==> config.mk <==
export PLATFORM = sky130hd
export DESIGN_NAME = wheel_and_crank_rpm_from_events_core_flat
export DESIGN_NICKNAME = d
export VERILOG_FILES = /design/src/design/wcrpm_pkg.sv /design/src/design/wcrpm_ifs.sv /design/src/design/wcrpm_div.sv /design/src/design/wheel_and_crank_rpm_from_events_core.sv /design/src/flat_wrapper.sv
export VERILOG_INCLUDE_DIRS = /design/src /design/src/design
export SDC_FILE = /design/constraint.sdc
export NUM_CORES = 1
export LEC_CHECK = 0
export BUFFER_PORTS_ARGS = -buffer_cell sky130_fd_sc_hd__buf_2
export CORE_MARGIN = 2
export CORE_UTILIZATION = 61
export DETAILED_ROUTE_END_ITERATION = 6
export GPL_ROUTABILITY_DRIVEN = 0
export GPL_TIMING_DRIVEN = 0
export PLACE_DENSITY = 0.92
export SKIP_LAST_GASP = 1
export SLEW_MARGIN = 20
export SYNTH_ARGS = -nofsm -noshare
export SYNTH_HDL_FRONTEND = slang
export SYNTH_SLANG_ARGS = --single-unit
==> constraint.sdc <==
create_clock -name clock -period 6.6 [get_ports clock]
set_clock_uncertainty 0.2 [all_clocks]
set_input_delay 0.99 -clock clock [delete_from_list [all_inputs] [get_ports clock]]
set_output_delay 0.99 -clock clock [all_outputs]
set_load 0.01 [all_outputs]
==> src/design/assert_macros.svh <==
// ----------------------------------------------------------------------------
// assert_macros.svh
// concurrent assertion macros shared by the rpm block
// ----------------------------------------------------------------------------
`ifndef ASSERT_MACROS_SVH
`define ASSERT_MACROS_SVH

`ifndef NO_ASSERTIONS

// checked property, disabled while reset is high
`define WCRPM_ASSERT(label, clk, rst, prop) \
   label: assert property (@(posedge clk) disable iff (rst) prop) \
      else $error("wcrpm assertion failed");

// checked property, also checked during reset
`define WCRPM_ASSERT_ALWAYS(label, clk, prop) \
   label: assert property (@(posedge clk) prop) \
      else $error("wcrpm assertion failed");

`else

`define WCRPM_ASSERT(label, clk, rst, prop)

`define WCRPM_ASSERT_ALWAYS(label, clk, prop)

`endif

`endif

==> src/design/wcrpm_pkg.sv <==
// ----------------------------------------------------------------------------
// wcrpm_pkg
// types, constants and helpers for the wheel and crank rpm block
// ----------------------------------------------------------------------------
package wcrpm_pkg;

   localparam int WORD_W         = 16;
   localparam int MODE_W         = 2;
   localparam int RPM_W          = 40;
   localparam int FRACTION_BITS  = 8;
   localparam int PROD_W         = 32;
   localparam int NUM_W          = PROD_W + FRACTION_BITS;
   localparam int DIV_STEPS      = (NUM_W + 1) / 2;
   localparam int PAD_W          = 2 * DIV_STEPS;
   localparam int CNT_W          = $clog2(DIV_STEPS + 1);

   localparam logic [PROD_W-1:0] TICKS_PER_MINUTE = PROD_W'(61440);
   localparam logic [RPM_W-1:0]  RPM_MAX          = {RPM_W{1'b1}};

   typedef enum logic [MODE_W-1:0] {
      MODE_COMBINED = 2'd0,
      MODE_CADENCE  = 2'd1,
      MODE_SPEED    = 2'd2
   } sensor_mode_type;

   typedef enum logic {
      KIND_CADENCE = 1'b0,
      KIND_SPEED   = 1'b1
   } value_kind_type;

   typedef enum logic [2:0] {
      ST_IDLE,
      ST_SELECT,
      ST_START,
      ST_WAIT,
      ST_WRITE
   } seq_state_type;

   typedef struct packed {
      logic busy;
      logic done;
   } div_status_type;

   typedef struct packed {
      logic req_ready;
      logic div_start;
      logic out_load;
   } seq_ctrl_type;

   function automatic logic [RPM_W-1:0] sat_rpm(input logic [PAD_W-1:0] quo);
      logic [63:0] wide;
      wide = 64'(quo);
      if (wide > 64'(RPM_MAX)) begin
         return RPM_MAX;
      end
      return wide[RPM_W-1:0];
   endfunction

endpackage

==> src/design/wcrpm_ifs.sv <==
// ----------------------------------------------------------------------------
// wcrpm_ifs
// valid/ready channels for sensor broadcast items and rpm result items
// ----------------------------------------------------------------------------
interface wcrpm_req_if;
   logic                         valid;
   logic                         ready;
   logic [wcrpm_pkg::WORD_W-1:0] word_at_1;
   logic [wcrpm_pkg::WORD_W-1:0] word_at_3;
   logic [wcrpm_pkg::WORD_W-1:0] word_at_5;
   logic [wcrpm_pkg::WORD_W-1:0] word_at_7;

   modport source (output valid, word_at_1, word_at_3, word_at_5, word_at_7,
                   input ready);
   modport sink   (input valid, word_at_1, word_at_3, word_at_5, word_at_7,
                   output ready);
endinterface

interface wcrpm_rsp_if;
   logic                        valid;
   logic                        ready;
   logic                        value_kind;
   logic [wcrpm_pkg::RPM_W-1:0] rpm_fixed;
   logic                        last;

   modport source (output valid, value_kind, rpm_fixed, last, input ready);
   modport sink   (input valid, value_kind, rpm_fixed, last, output ready);
endinterface

==> src/design/wcrpm_div.sv <==
// ----------------------------------------------------------------------------
// wcrpm_div
// shared restoring divider, two quotient bits per cycle
// ----------------------------------------------------------------------------
`include "assert_macros.svh"

module wcrpm_div (
   input  logic                          clock,
   input  logic                          reset,
   input  logic                          start,
   input  logic [wcrpm_pkg::NUM_W-1:0]   dividend,
   input  logic [wcrpm_pkg::WORD_W-1:0]  divisor,
   output logic [wcrpm_pkg::PAD_W-1:0]   quotient,
   output wcrpm_pkg::div_status_type     status
);
   import wcrpm_pkg::*;

   logic [WORD_W-1:0] rem_ff, rem_in;
   logic [PAD_W-1:0]  quo_ff, quo_in;
   logic [WORD_W-1:0] dsr_ff, dsr_in;
   logic [CNT_W-1:0]  cnt_ff, cnt_in;
   logic              busy_ff, busy_in;
   logic              done_ff, done_in;

   logic [WORD_W-1:0] step_rem;
   logic [PAD_W-1:0]  step_quo;
   logic [WORD_W:0]   trial;

   // two dependent shift-subtract steps
   always_comb begin
      step_rem = rem_ff;
      step_quo = quo_ff;
      trial    = '0;
      for (int i = 0; i < 2; i++) begin
         trial    = {step_rem, step_quo[PAD_W-1]};
         step_quo = {step_quo[PAD_W-2:0], 1'b0};
         if (trial >= {1'b0, dsr_ff}) begin
            step_rem    = WORD_W'(trial - {1'b0, dsr_ff});
            step_quo[0] = 1'b1;
         end else begin
            step_rem = trial[WORD_W-1:0];
         end
      end
   end

   always_comb begin
      rem_in  = rem_ff;
      quo_in  = quo_ff;
      dsr_in  = dsr_ff;
      cnt_in  = cnt_ff;
      busy_in = busy_ff;
      done_in = 1'b0;
      if (start) begin
         rem_in  = '0;
         quo_in  = PAD_W'(dividend);
         dsr_in  = divisor;
         cnt_in  = CNT_W'(DIV_STEPS - 1);
         busy_in = 1'b1;
      end else if (busy_ff) begin
         rem_in = step_rem;
         quo_in = step_quo;
         cnt_in = cnt_ff - CNT_W'(1);
         if (cnt_ff == '0) begin
            busy_in = 1'b0;
            done_in = 1'b1;
         end
      end
   end

   always_ff @(posedge clock) begin
      rem_ff <= rem_in;
      quo_ff <= quo_in;
      dsr_ff <= dsr_in;
      cnt_ff <= cnt_in;
      if (reset) begin
         busy_ff <= 1'b0;
         done_ff <= 1'b0;
      end else begin
         busy_ff <= busy_in;
         done_ff <= done_in;
      end
   end

   assign quotient    = quo_ff;
   assign status.busy = busy_ff;
   assign status.done = done_ff;

   `WCRPM_ASSERT(a_done_after_busy, clock, reset, done_ff |-> $past(busy_ff) && !busy_ff)
   `WCRPM_ASSERT(a_start_sets_busy, clock, reset, start |=> busy_ff)

endmodule

==> src/design/wheel_and_crank_rpm_from_events_core.sv <==
// ----------------------------------------------------------------------------
// wheel_and_crank_rpm_from_events_core
// rpm from sensor event times and revolution counts
// ----------------------------------------------------------------------------
// Each accepted item is one sensor broadcast. The first broadcast after reset
// gives no result; later ones give up to two results (cadence then wheel speed
// in combined mode), each only when its event time moved. Every result runs
// through one shared divider that retires two quotient bits a cycle. Each
// measurement passes the select, start, wait and write states in that order,
// and a stalled result channel holds it in the write state. The block takes
// no new item until its last result is loaded into the output register; a
// finished result may wait there while the next item is taken. No clearing
// pass follows reset.
`include "assert_macros.svh"

module wheel_and_crank_rpm_from_events_core (
   input  logic                          clock,
   input  logic                          reset,
   wcrpm_req_if.sink                     req_if,
   wcrpm_rsp_if.source                   rsp_if,
   input  logic                          csr_wr_en,
   input  logic [wcrpm_pkg::MODE_W-1:0]  csr_wr_data
);
   import wcrpm_pkg::*;

   seq_state_type   state_ff, state_in;
   seq_ctrl_type    ctrl;
   div_status_type  div_stat;

   logic [MODE_W-1:0] mode_ff;
   logic              have_prev_ff;
   logic [WORD_W-1:0] prev1_ff, prev3_ff, prev5_ff, prev7_ff;
   logic [WORD_W-1:0] dt_a_ff, dr_a_ff, dt_b_ff, dr_b_ff;
   logic              need_a_ff, need_a_in;
   logic              need_b_ff, need_b_in;
   logic              kind_b_ff;
   logic              kind_ff, last_ff;
   logic [NUM_W-1:0]  prod_ff;
   logic [WORD_W-1:0] dsr_ff;
   logic [PAD_W-1:0]  quotient;

   logic              rsp_valid_ff, rsp_valid_in;
   logic              rsp_kind_ff;
   logic [RPM_W-1:0]  rsp_rpm_ff;
   logic              rsp_last_ff;

   logic              accept;
   logic              pick_a;
   logic [WORD_W-1:0] dr_sel;
   logic [PROD_W-1:0] prod_sel;
   logic [WORD_W-1:0] dt_a_cur, dt_b_cur;

   assign accept   = req_if.valid && ctrl.req_ready;
   assign dt_a_cur = req_if.word_at_1 - prev1_ff;
   assign dt_b_cur = req_if.word_at_5 - prev5_ff;

   // next state
   always_comb begin
      state_in = state_ff;
      case (state_ff)
         ST_IDLE: begin
            if (req_if.valid) state_in = ST_SELECT;
         end
         ST_SELECT: begin
            if (need_a_ff || need_b_ff) state_in = ST_START;
            else                        state_in = ST_IDLE;
         end
         ST_START: begin
            state_in = ST_WAIT;
         end
         ST_WAIT: begin
            if (div_stat.done) state_in = ST_WRITE;
         end
         ST_WRITE: begin
            if (!rsp_valid_ff || rsp_if.ready) state_in = ST_SELECT;
         end
         default: begin
            state_in = ST_IDLE;
         end
      endcase
   end

   // sequencer outputs
   always_comb begin
      ctrl = '0;
      case (state_ff)
         ST_IDLE:  ctrl.req_ready = 1'b1;
         ST_START: ctrl.div_start = 1'b1;
         ST_WRITE: ctrl.out_load  = !rsp_valid_ff || rsp_if.ready;
         default:  ctrl = '0;
      endcase
   end

   // measurement pick and rev count scaling
   assign pick_a   = need_a_ff;
   assign dr_sel   = pick_a ? dr_a_ff : dr_b_ff;
   assign prod_sel = PROD_W'(dr_sel) * TICKS_PER_MINUTE;

   always_comb begin
      need_a_in = need_a_ff;
      need_b_in = need_b_ff;
      if (accept) begin
         need_a_in = have_prev_ff && (mode_ff == MODE_COMBINED) && (dt_a_cur != '0);
         need_b_in = have_prev_ff && (dt_b_cur != '0) &&
                     ((mode_ff == MODE_COMBINED) || (mode_ff == MODE_CADENCE) ||
                      (mode_ff == MODE_SPEED));
      end else if (state_ff == ST_SELECT) begin
         if (pick_a) need_a_in = 1'b0;
         else        need_b_in = 1'b0;
      end
   end

   always_comb begin
      rsp_valid_in = rsp_valid_ff;
      if (ctrl.out_load)      rsp_valid_in = 1'b1;
      else if (rsp_if.ready)  rsp_valid_in = 1'b0;
   end

   always_ff @(posedge clock) begin
      if (accept) begin
         dt_a_ff   <= dt_a_cur;
         dr_a_ff   <= req_if.word_at_3 - prev3_ff;
         dt_b_ff   <= dt_b_cur;
         dr_b_ff   <= req_if.word_at_7 - prev7_ff;
         kind_b_ff <= (mode_ff == MODE_CADENCE) ? KIND_CADENCE : KIND_SPEED;
      end
      if (state_ff == ST_SELECT) begin
         prod_ff <= NUM_W'(prod_sel) << FRACTION_BITS;
         dsr_ff  <= pick_a ? dt_a_ff : dt_b_ff;
         kind_ff <= pick_a ? KIND_CADENCE : kind_b_ff;
         last_ff <= pick_a ? !need_b_ff : 1'b1;
      end
      if (ctrl.out_load) begin
         rsp_kind_ff <= kind_ff;
         rsp_rpm_ff  <= sat_rpm(quotient);
         rsp_last_ff <= last_ff;
      end
      if (reset) begin
         state_ff     <= ST_IDLE;
         mode_ff      <= MODE_COMBINED;
         have_prev_ff <= 1'b0;
         need_a_ff    <= 1'b0;
         need_b_ff    <= 1'b0;
         rsp_valid_ff <= 1'b0;
         prev1_ff     <= '0;
         prev3_ff     <= '0;
         prev5_ff     <= '0;
         prev7_ff     <= '0;
      end else begin
         state_ff     <= (state_ff == ST_IDLE && !accept) ? ST_IDLE : state_in;
         need_a_ff    <= need_a_in;
         need_b_ff    <= need_b_in;
         rsp_valid_ff <= rsp_valid_in;
         if (accept) begin
            prev1_ff     <= req_if.word_at_1;
            prev3_ff     <= req_if.word_at_3;
            prev5_ff     <= req_if.word_at_5;
            prev7_ff     <= req_if.word_at_7;
            have_prev_ff <= 1'b1;
         end
         if (csr_wr_en) mode_ff <= csr_wr_data;
      end
   end

   wcrpm_div u_div (
      .clock    (clock),
      .reset    (reset),
      .start    (ctrl.div_start),
      .dividend (prod_ff),
      .divisor  (dsr_ff),
      .quotient (quotient),
      .status   (div_stat)
   );

   assign req_if.ready      = ctrl.req_ready;
   assign rsp_if.valid      = rsp_valid_ff;
   assign rsp_if.value_kind = rsp_kind_ff;
   assign rsp_if.rpm_fixed  = rsp_rpm_ff;
   assign rsp_if.last       = rsp_last_ff;

   `WCRPM_ASSERT(a_ready_div_idle, clock, reset, ctrl.req_ready |-> !div_stat.busy)
   `WCRPM_ASSERT(a_idle_no_pending, clock, reset, (state_ff == ST_IDLE) |-> !need_a_ff && !need_b_ff)
   `WCRPM_ASSERT(a_load_no_overwrite, clock, reset, ctrl.out_load |-> !rsp_valid_ff || rsp_if.ready)

endmodule
==> src/flat_wrapper.sv <==
// flat-port wrapper written by rule: the top's interface ports become plain ports
module wheel_and_crank_rpm_from_events_core_flat import wcrpm_pkg::*;
  (clock, reset, csr_wr_en, csr_wr_data, req_if_valid, req_if_word_at_1, req_if_word_at_3, req_if_word_at_5, req_if_word_at_7, req_if_ready, rsp_if_valid, rsp_if_value_kind, rsp_if_rpm_fixed, rsp_if_last, rsp_if_ready);
  wcrpm_req_if req_if_i ();
  wcrpm_rsp_if rsp_if_i ();
  input  logic clock;
  input  logic reset;
  input  logic csr_wr_en;
  input  logic [wcrpm_pkg::MODE_W-1:0] csr_wr_data;
  input wire logic [$bits(req_if_i.valid)-1:0] req_if_valid;
  input wire logic [$bits(req_if_i.word_at_1)-1:0] req_if_word_at_1;
  input wire logic [$bits(req_if_i.word_at_3)-1:0] req_if_word_at_3;
  input wire logic [$bits(req_if_i.word_at_5)-1:0] req_if_word_at_5;
  input wire logic [$bits(req_if_i.word_at_7)-1:0] req_if_word_at_7;
  output wire logic [$bits(req_if_i.ready)-1:0] req_if_ready;
  output wire logic [$bits(rsp_if_i.valid)-1:0] rsp_if_valid;
  output wire logic [$bits(rsp_if_i.value_kind)-1:0] rsp_if_value_kind;
  output wire logic [$bits(rsp_if_i.rpm_fixed)-1:0] rsp_if_rpm_fixed;
  output wire logic [$bits(rsp_if_i.last)-1:0] rsp_if_last;
  input wire logic [$bits(rsp_if_i.ready)-1:0] rsp_if_ready;
  assign req_if_i.valid = req_if_valid;
  assign req_if_i.word_at_1 = req_if_word_at_1;
  assign req_if_i.word_at_3 = req_if_word_at_3;
  assign req_if_i.word_at_5 = req_if_word_at_5;
  assign req_if_i.word_at_7 = req_if_word_at_7;
  assign req_if_ready = req_if_i.ready;
  assign rsp_if_valid = rsp_if_i.valid;
  assign rsp_if_value_kind = rsp_if_i.value_kind;
  assign rsp_if_rpm_fixed = rsp_if_i.rpm_fixed;
  assign rsp_if_last = rsp_if_i.last;
  assign rsp_if_i.ready = rsp_if_ready;
  wheel_and_crank_rpm_from_events_core u_core (.clock(clock), .reset(reset), .req_if(req_if_i), .rsp_if(rsp_if_i), .csr_wr_en(csr_wr_en), .csr_wr_data(csr_wr_data));
endmodule
-- After elaboration in Yosys (flattened, before gate mapping)
Cells that the tools add are included.
- output and inout port bits: 44
- register bits after elaboration: 297
- word-level logic and storage cells: 103
- mux-type cells: 28
- reductions and logical operators: 25
- multiply operators: 1
- bitwise logic cells: 1
- equal/unequal tests: 10
- order comparisons: 2
- add/subtract/negate cells: 7
- operators with widths (operator ; count):
    subtractor 16 bit ; 6
    two-way mux 40 bit ; 2
    two-way mux 16 bit ; 4
    greater-or-equal comparator 17 x 16 -> 1 bit ; 2
    nonzero test 16 bit ; 2
    multiplier 16 x 4 -> 20 bit (second input constant) ; 1
    two-way mux 1 bit ; 17
    one-hot mux 3 bit (5 select lines) ; 1
    two-way mux 3 bit ; 3
    == test 3 x 2 -> 1 bit (second input constant) ; 2
    logical AND 1 bit ; 6
    inequality test 2 bit (second input constant) ; 3
    nonzero test 2 bit ; 3
    logical NOT 5 bit ; 1
    subtractor 5 x 1 -> 5 bit (second input constant) ; 1
    logical OR 1 bit ; 4
    == test 3 x 1 -> 1 bit (second input constant) ; 1
    == test 3 bit (second input constant) ; 1
    logical NOT 1 bit ; 3
    logical NOT 3 bit ; 1
    AND reduction 3 bit ; 1
    OR reduction 3 bit ; 1
    == test 2 x 1 -> 1 bit (second input constant) ; 1
    == test 2 bit (second input constant) ; 1
    other kinds (6) ; 6

-- Logic depth before layout (Yosys ltp)
- depth after elaboration: 6
- depth in mapped cells: 23

-- By module
From an unflattened synthesis, not the netlist that was laid out.
- cells, all modules: 1619
- area total of the unflattened synthesis: 17100.2 um^2
- modules (own cells, without submodules) (module ; times used ; area each (um^2) ; cells each):
    wheel_and_crank_rpm_from_events_core ; 1 ; 12095.4 ; 1160
    wcrpm_div ; 1 ; 5004.8 ; 459

-- Worst setup path before layout
Ideal clock, no wire load.
- path kind: flip-flop to flip-flop
- start point: register u_core.need_a_ff
- end point: register u_core.prod_ff[38] (data pin)
- path buffers: 2
- period minus slack after synthesis: 4.988 ns
- setup time: 0.258 ns
- setup slack: 1.612 ns
- arrival: 4.530 ns
- stages on the path, launching flop included: 18
- path through: dfxtp_1 -> clkbuf_1 -> clkbuf_1 -> mux2_2 -> fa_1 -> inv_1 -> fa_1 -> inv_1 -> fa_1 -> a21o_1 -> a21oi_1 -> nor2b_1 -> o221a_2 -> o31ai_1 -> a21oi_1 -> a211o_1 -> a21oi_1 -> xnor2_1
- word-level cells in the longest chain between the ends: 2
- RTL lines (item ; line ; text):
    start: declaration ; wheel_and_crank_rpm_from_events_core.sv:34 ; logic need_a_ff, need_a_in;
    start signal: assignment ; wheel_and_crank_rpm_from_events_core.sv:151 ; need_a_ff <= need_a_in;
    two-way mux 16 bit ; wheel_and_crank_rpm_from_events_core.sv:96 ; assign dr_sel = pick_a ? dr_a_ff : dr_b_ff;
    via u_core.dr_sel[0] ; wheel_and_crank_rpm_from_events_core.sv:49 ; logic [WORD_W-1:0] dr_sel;
    multiplier 16 x 4 -> 20 bit ; wheel_and_crank_rpm_from_events_core.sv:97 ; assign prod_sel = PROD_W'(dr_sel) * TICKS_PER_MINUTE;
    via u_core.prod_sel[30] ; wheel_and_crank_rpm_from_events_core.sv:50 ; logic [PROD_W-1:0] prod_sel;
    end signal: assignment ; wheel_and_crank_rpm_from_events_core.sv:128 ; prod_ff <= NUM_W'(prod_sel) << FRACTION_BITS;
    end: declaration ; wheel_and_crank_rpm_from_events_core.sv:38 ; logic [NUM_W-1:0] prod_ff;
The timed path passes the listed nets, and every way through them passes these cells.
A chain may end at the register's enable or synchronous reset.

-- Final worst setup path
- start point: register u_core.u_div.dsr_ff[1]
- end point: register u_core.u_div.rem_ff[3]
- word-level cells in the longest chain between the ends: 4
- elaborated cells between the ends (all ways): 6
- RTL lines (item ; line ; text):
    start: declaration ; wcrpm_div.sv:20 ; logic [WORD_W-1:0] dsr_ff, dsr_in;
    start signal: assignment ; wcrpm_div.sv:73 ; dsr_ff <= dsr_in;
    subtractor 16 bit or greater-or-equal comparator 17 x 16 -> 1 bit (tied branches) ; wcrpm_div.sv:38, wcrpm_div.sv:37 ;
    two-way mux 16 bit ; wcrpm_div.sv:37 ; if (trial >= {1'b0, dsr_ff}) begin
    subtractor 16 bit or greater-or-equal comparator 17 x 16 -> 1 bit (tied branches) ; wcrpm_div.sv:38, wcrpm_div.sv:37 ;
    two-way mux 16 bit (*) ; wcrpm_div.sv:37 ;
    end signal: assignment ; wcrpm_div.sv:71 ; rem_ff <= rem_in;
    end: declaration ; wcrpm_div.sv:18 ; logic [WORD_W-1:0] rem_ff, rem_in;
Every way passes the cells marked *; elsewhere a longest branch is shown, timed or not.

==> results.sh <==
export IMPL_status="finished, final reports clean"
export IMPL_placementRows=60
export IMPL_nets=1960
export IMPL_cp_arrival_ns=6.33
export IMPL_die_w_um=168.0
export IMPL_syn_to_final_growth_pct=12.23
export IMPL_drive_gt1_share_pct=12.71
export IMPL_postCtsHoldBufs=0
export IMPL_io_pins=115
export IMPL_p_leak_nw=7.331
export IMPL_endpoint_kind="register"
export IMPL_die_h_um=168.0
export IMPL_post_cts_resized=0
export IMPL_drc=0
export IMPL_crit_path_max_incr_delay_ns=0.54
export IMPL_worst_pin_slew_ns=0.8004
export IMPL_synth_edf_count=201
export IMPL_slew_limit_headroom_pct=46.56
export IMPL_gr_total_overflow=0
export IMPL_hold_slack_ns=0.2171
export IMPL_viasPerCell=5.817
export IMPL_antennaDiodeCount=0
export IMPL_power_w=0.007246
export IMPL_synth_area_per_cell_um2=10.32
export IMPL_firstDrtPassIters=5
export IMPL_min_to="u_core.u_div.dsr_ff[10]"
export IMPL_initial_core_util_pct=61.58
export IMPL_maxSlewViolCount=0
export IMPL_critPathMaxFanout=10
export IMPL_ys_seq_area_share_pct=48.49
export IMPL_grt_pass1_wl_um=58620
export IMPL_setup_tns_ns=0
export IMPL_cp_cell_sequence="inv_1, ha_1, nor2b_1, o31a_1, o211ai_1, a21oi_1, o32ai_4, clkbuf_1, o21ai_0, ha_1, nor2b_1, o31ai_1, a311oi_1, o21bai_1, nand3_1, a21oi_1, o211ai_1, buf_4, buf_6, a31oi_1, a21oi_1"
export IMPL_whs_path_depth=0
export IMPL_period_minus_slack_ns=6.127
export IMPL_antenna_found_initial=0
export IMPL_clk_insertion_delay_late_ns=0.57
export IMPL_timing_reg2reg_setup_slack_ns=0.47
export IMPL_cpMostUsedCell="a21oi_1"
export IMPL_cts_htree_levels=1
export IMPL_grtUsageTotal_pct=25.50
export IMPL_synth_warnings=0
export IMPL_synth_nets=1812
export IMPL_hp_class="reg -> reg"
export IMPL_drv_cap=0
export IMPL_synth_seq_cells=297
export IMPL_path_class="reg -> reg"
export IMPL_start_kind="register"
export IMPL_report_final_setup_viol=0
export IMPL_rsz0062_at_grt="false"
export IMPL_ys_flop_type="edfxtp_1"
export IMPL_grt_pass1_vias=12190
export IMPL_cp_top_family="compound AO/OA/AOI/OAI gates"
export IMPL_hold_viol=0
export IMPL_max_freq_ghz=0.1632
export IMPL_clk_pin_slew_ns=0.07
export IMPL_cts_tree="yes"
export IMPL_drt_iter0_drc=1149
export IMPL_cts_sinks=297
export IMPL_grt_start_max_net_pins=53
export IMPL_peakVddDrop_mv=0.2182
export IMPL_cts_buffers=30
export IMPL_p_per_area_mw_per_mm2=393.4
export IMPL_dp_hpwl_um=26210
export IMPL_dieArea_mm2=0.02823
export IMPL_port_buffers=114
export IMPL_cts_root_buf="clkbuf_16"
export IMPL_synth_area_mm2=0.01641
export IMPL_syn_inst=1590
export IMPL_fp_coreArea_mm2=0.02665
export IMPL_async_flop_share_pct=0
export IMPL_antenna_left=0
export IMPL_crit_buf_inv=4
export IMPL_hp_start="u_core.dsr_ff[10]"
export IMPL_worstReg2RegEnd="u_core.u_div.rem_ff[3]"
export IMPL_wl_per_cell_um=17.14
export IMPL_cp_data_required_time_ns=6.80
export IMPL_fin_crit_sh_pct=92.84
export IMPL_yosys_cell_types_count=75
export IMPL_critPathSlowestCell="o31ai_1"
export IMPL_via_count=12230
export IMPL_cts_buffer_depth=3
export IMPL_reg2reg_depth=21
export IMPL_routed_wl_um=36040
export IMPL_post_cts_buffers=0
export IMPL_r2r_start="u_core.u_div.dsr_ff[1]"
Yosys cell counts, types with 25 or more instances:
cell	count	share of area, %
fa_1	35	4.3
dfxtp_1	96	12
inv_1	126	2.9
o21ai_0	54	1.6
ha_1	116	8.8
xnor2_1	63	3.4
edfxtp_1	201	37
nor3_1	40	1.2
clkbuf_1	31	0.71
a21oi_1	134	4.1
nand2_1	250	5.7
mux2_2	35	2.4
o21a_1	25	1.1
nor2_1	95	2.2
flip-flops by register name, summed over array words and instances, names as in the netlist, 3 cells and up:
name	count
u_core.dr_a_ff	16
u_core.u_div.rem_ff	16
u_core.u_div.quotient	40
u_core.prev1_ff	16
u_core.dsr_ff	16
u_core.prev3_ff	16
u_core.rsp_if.rpm_fixed	40
u_core.prev7_ff	16
u_core.dt_b_ff	16
u_core.dt_a_ff	16
u_core.u_div.dsr_ff	16
u_core.prev5_ff	16
u_core.prod_ff	20
u_core.state_ff	3
u_core.dr_b_ff	16
u_core.u_div.cnt_ff	5
per-layer routing:
metal / up-vias / GRT usage, % / part of all wire [%]
li1: 5862 / - / -
met1: 5760 / 32.04 / 41
met2: 514 / 45.29 / 49
met3: 98 / 3.315 / 7.1
met4: 0 / 9.376 / 3.1
met5: - / 0 / 0
through the flow:
stage	std cells	cell area, µm²	worst slack [ns]	util (%)
floorplan	1590	16410	1.612	-
detailed placement	2047	17470	0.6860	65.55
CTS	2103	18420	0.6409	69.11
global route	2103	18420	0.2530	69.11
global placement	2045	17410	0.8532	65.32
finish	2103	18420	0.4726	69.11
how the worst max path moves through the flow:
stage	cells after the start	endpoint	start
final	21	u_core.u_div.rem_ff[3]	u_core.u_div.dsr_ff[1]
after global routing	21	u_core.u_div.rem_ff[3]	u_core.u_div.dsr_ff[1]
after global placement	21	u_core.u_div.rem_ff[3]	u_core.u_div.dsr_ff[10]
after CTS	21	u_core.u_div.rem_ff[3]	u_core.u_div.dsr_ff[1]
after detailed placement	21	u_core.u_div.rem_ff[3]	u_core.u_div.dsr_ff[1]
after floorplan	17	u_core.prod_ff[38]	u_core.need_a_ff
cells by family (layout without fill, tap and decap cells):
logic type / Yosys count / after routing / share of synthesized area [%]
XOR/XNOR: 87 / 87 / 4.643
AND/OR/NAND/NOR: 518 / 518 / 14.29
AO/OA/AOI/OAI: 310 / 310 / 11.82
buffers and inverters: 173 / 345 / 4.086
flip-flops: 297 / 297 / 48.49
multiplexers: 54 / 54 / 3.560
adder cells (fa/ha/maj): 151 / 151 / 13.11
final cells by class:
type	instances	area, µm²
Clock inverter	14	132.6
Fill cell	1760	8232
Inverter	128	480.5
Buffer	45	195.2
Timing Repair Buffer	116	625.6
Multi-Input combinational cell	1120	7785
Tap cell	341	426.7
Clock buffer	42	815.8
Sequential cell	297	7958
worst register-to-register path, stage by stage, from the launching register on:
cell,delay (ns)
edfxtp_1,0.43
inv_1,0.20
ha_1,0.28
nor2b_1,0.15
o31a_1,0.30
o211ai_1,0.25
a21oi_1,0.17
o32ai_4,0.36
clkbuf_1,0.51
o21ai_0,0.31
ha_1,0.37
nor2b_1,0.15
o31ai_1,0.54
a311oi_1,0.30
o21bai_1,0.25
nand3_1,0.11
a21oi_1,0.23
o211ai_1,0.13
buf_4,0.23
buf_6,0.18
a31oi_1,0.23
a21oi_1,0.10
report_power, final:
part           total [W]  switching, W  internal, W
Clock            0.00166      0.000718     0.000941
Combinational    0.00317       0.00178      0.00139
Sequential       0.00242      0.000107      0.00231
Total            0.00725       0.00261      0.00464
placed cells by master, fill, tap and decap left out, types with 24 or more instances in the layout:
cell         n
clkbuf_1    39
fa_1        35
o21ai_0     54
o21a_1      25
ha_1       116
edfxtp_1   201
inv_1      124
a21oi_1    134
dfxtp_1     96
buf_2      116
xnor2_1     63
mux2_2      35
xor2_1      24
nor2_1      95
nand2_1    250
nor3_1      40
clkbuf_16   30
Note: power is estimated with default switching activity, not from simulation.
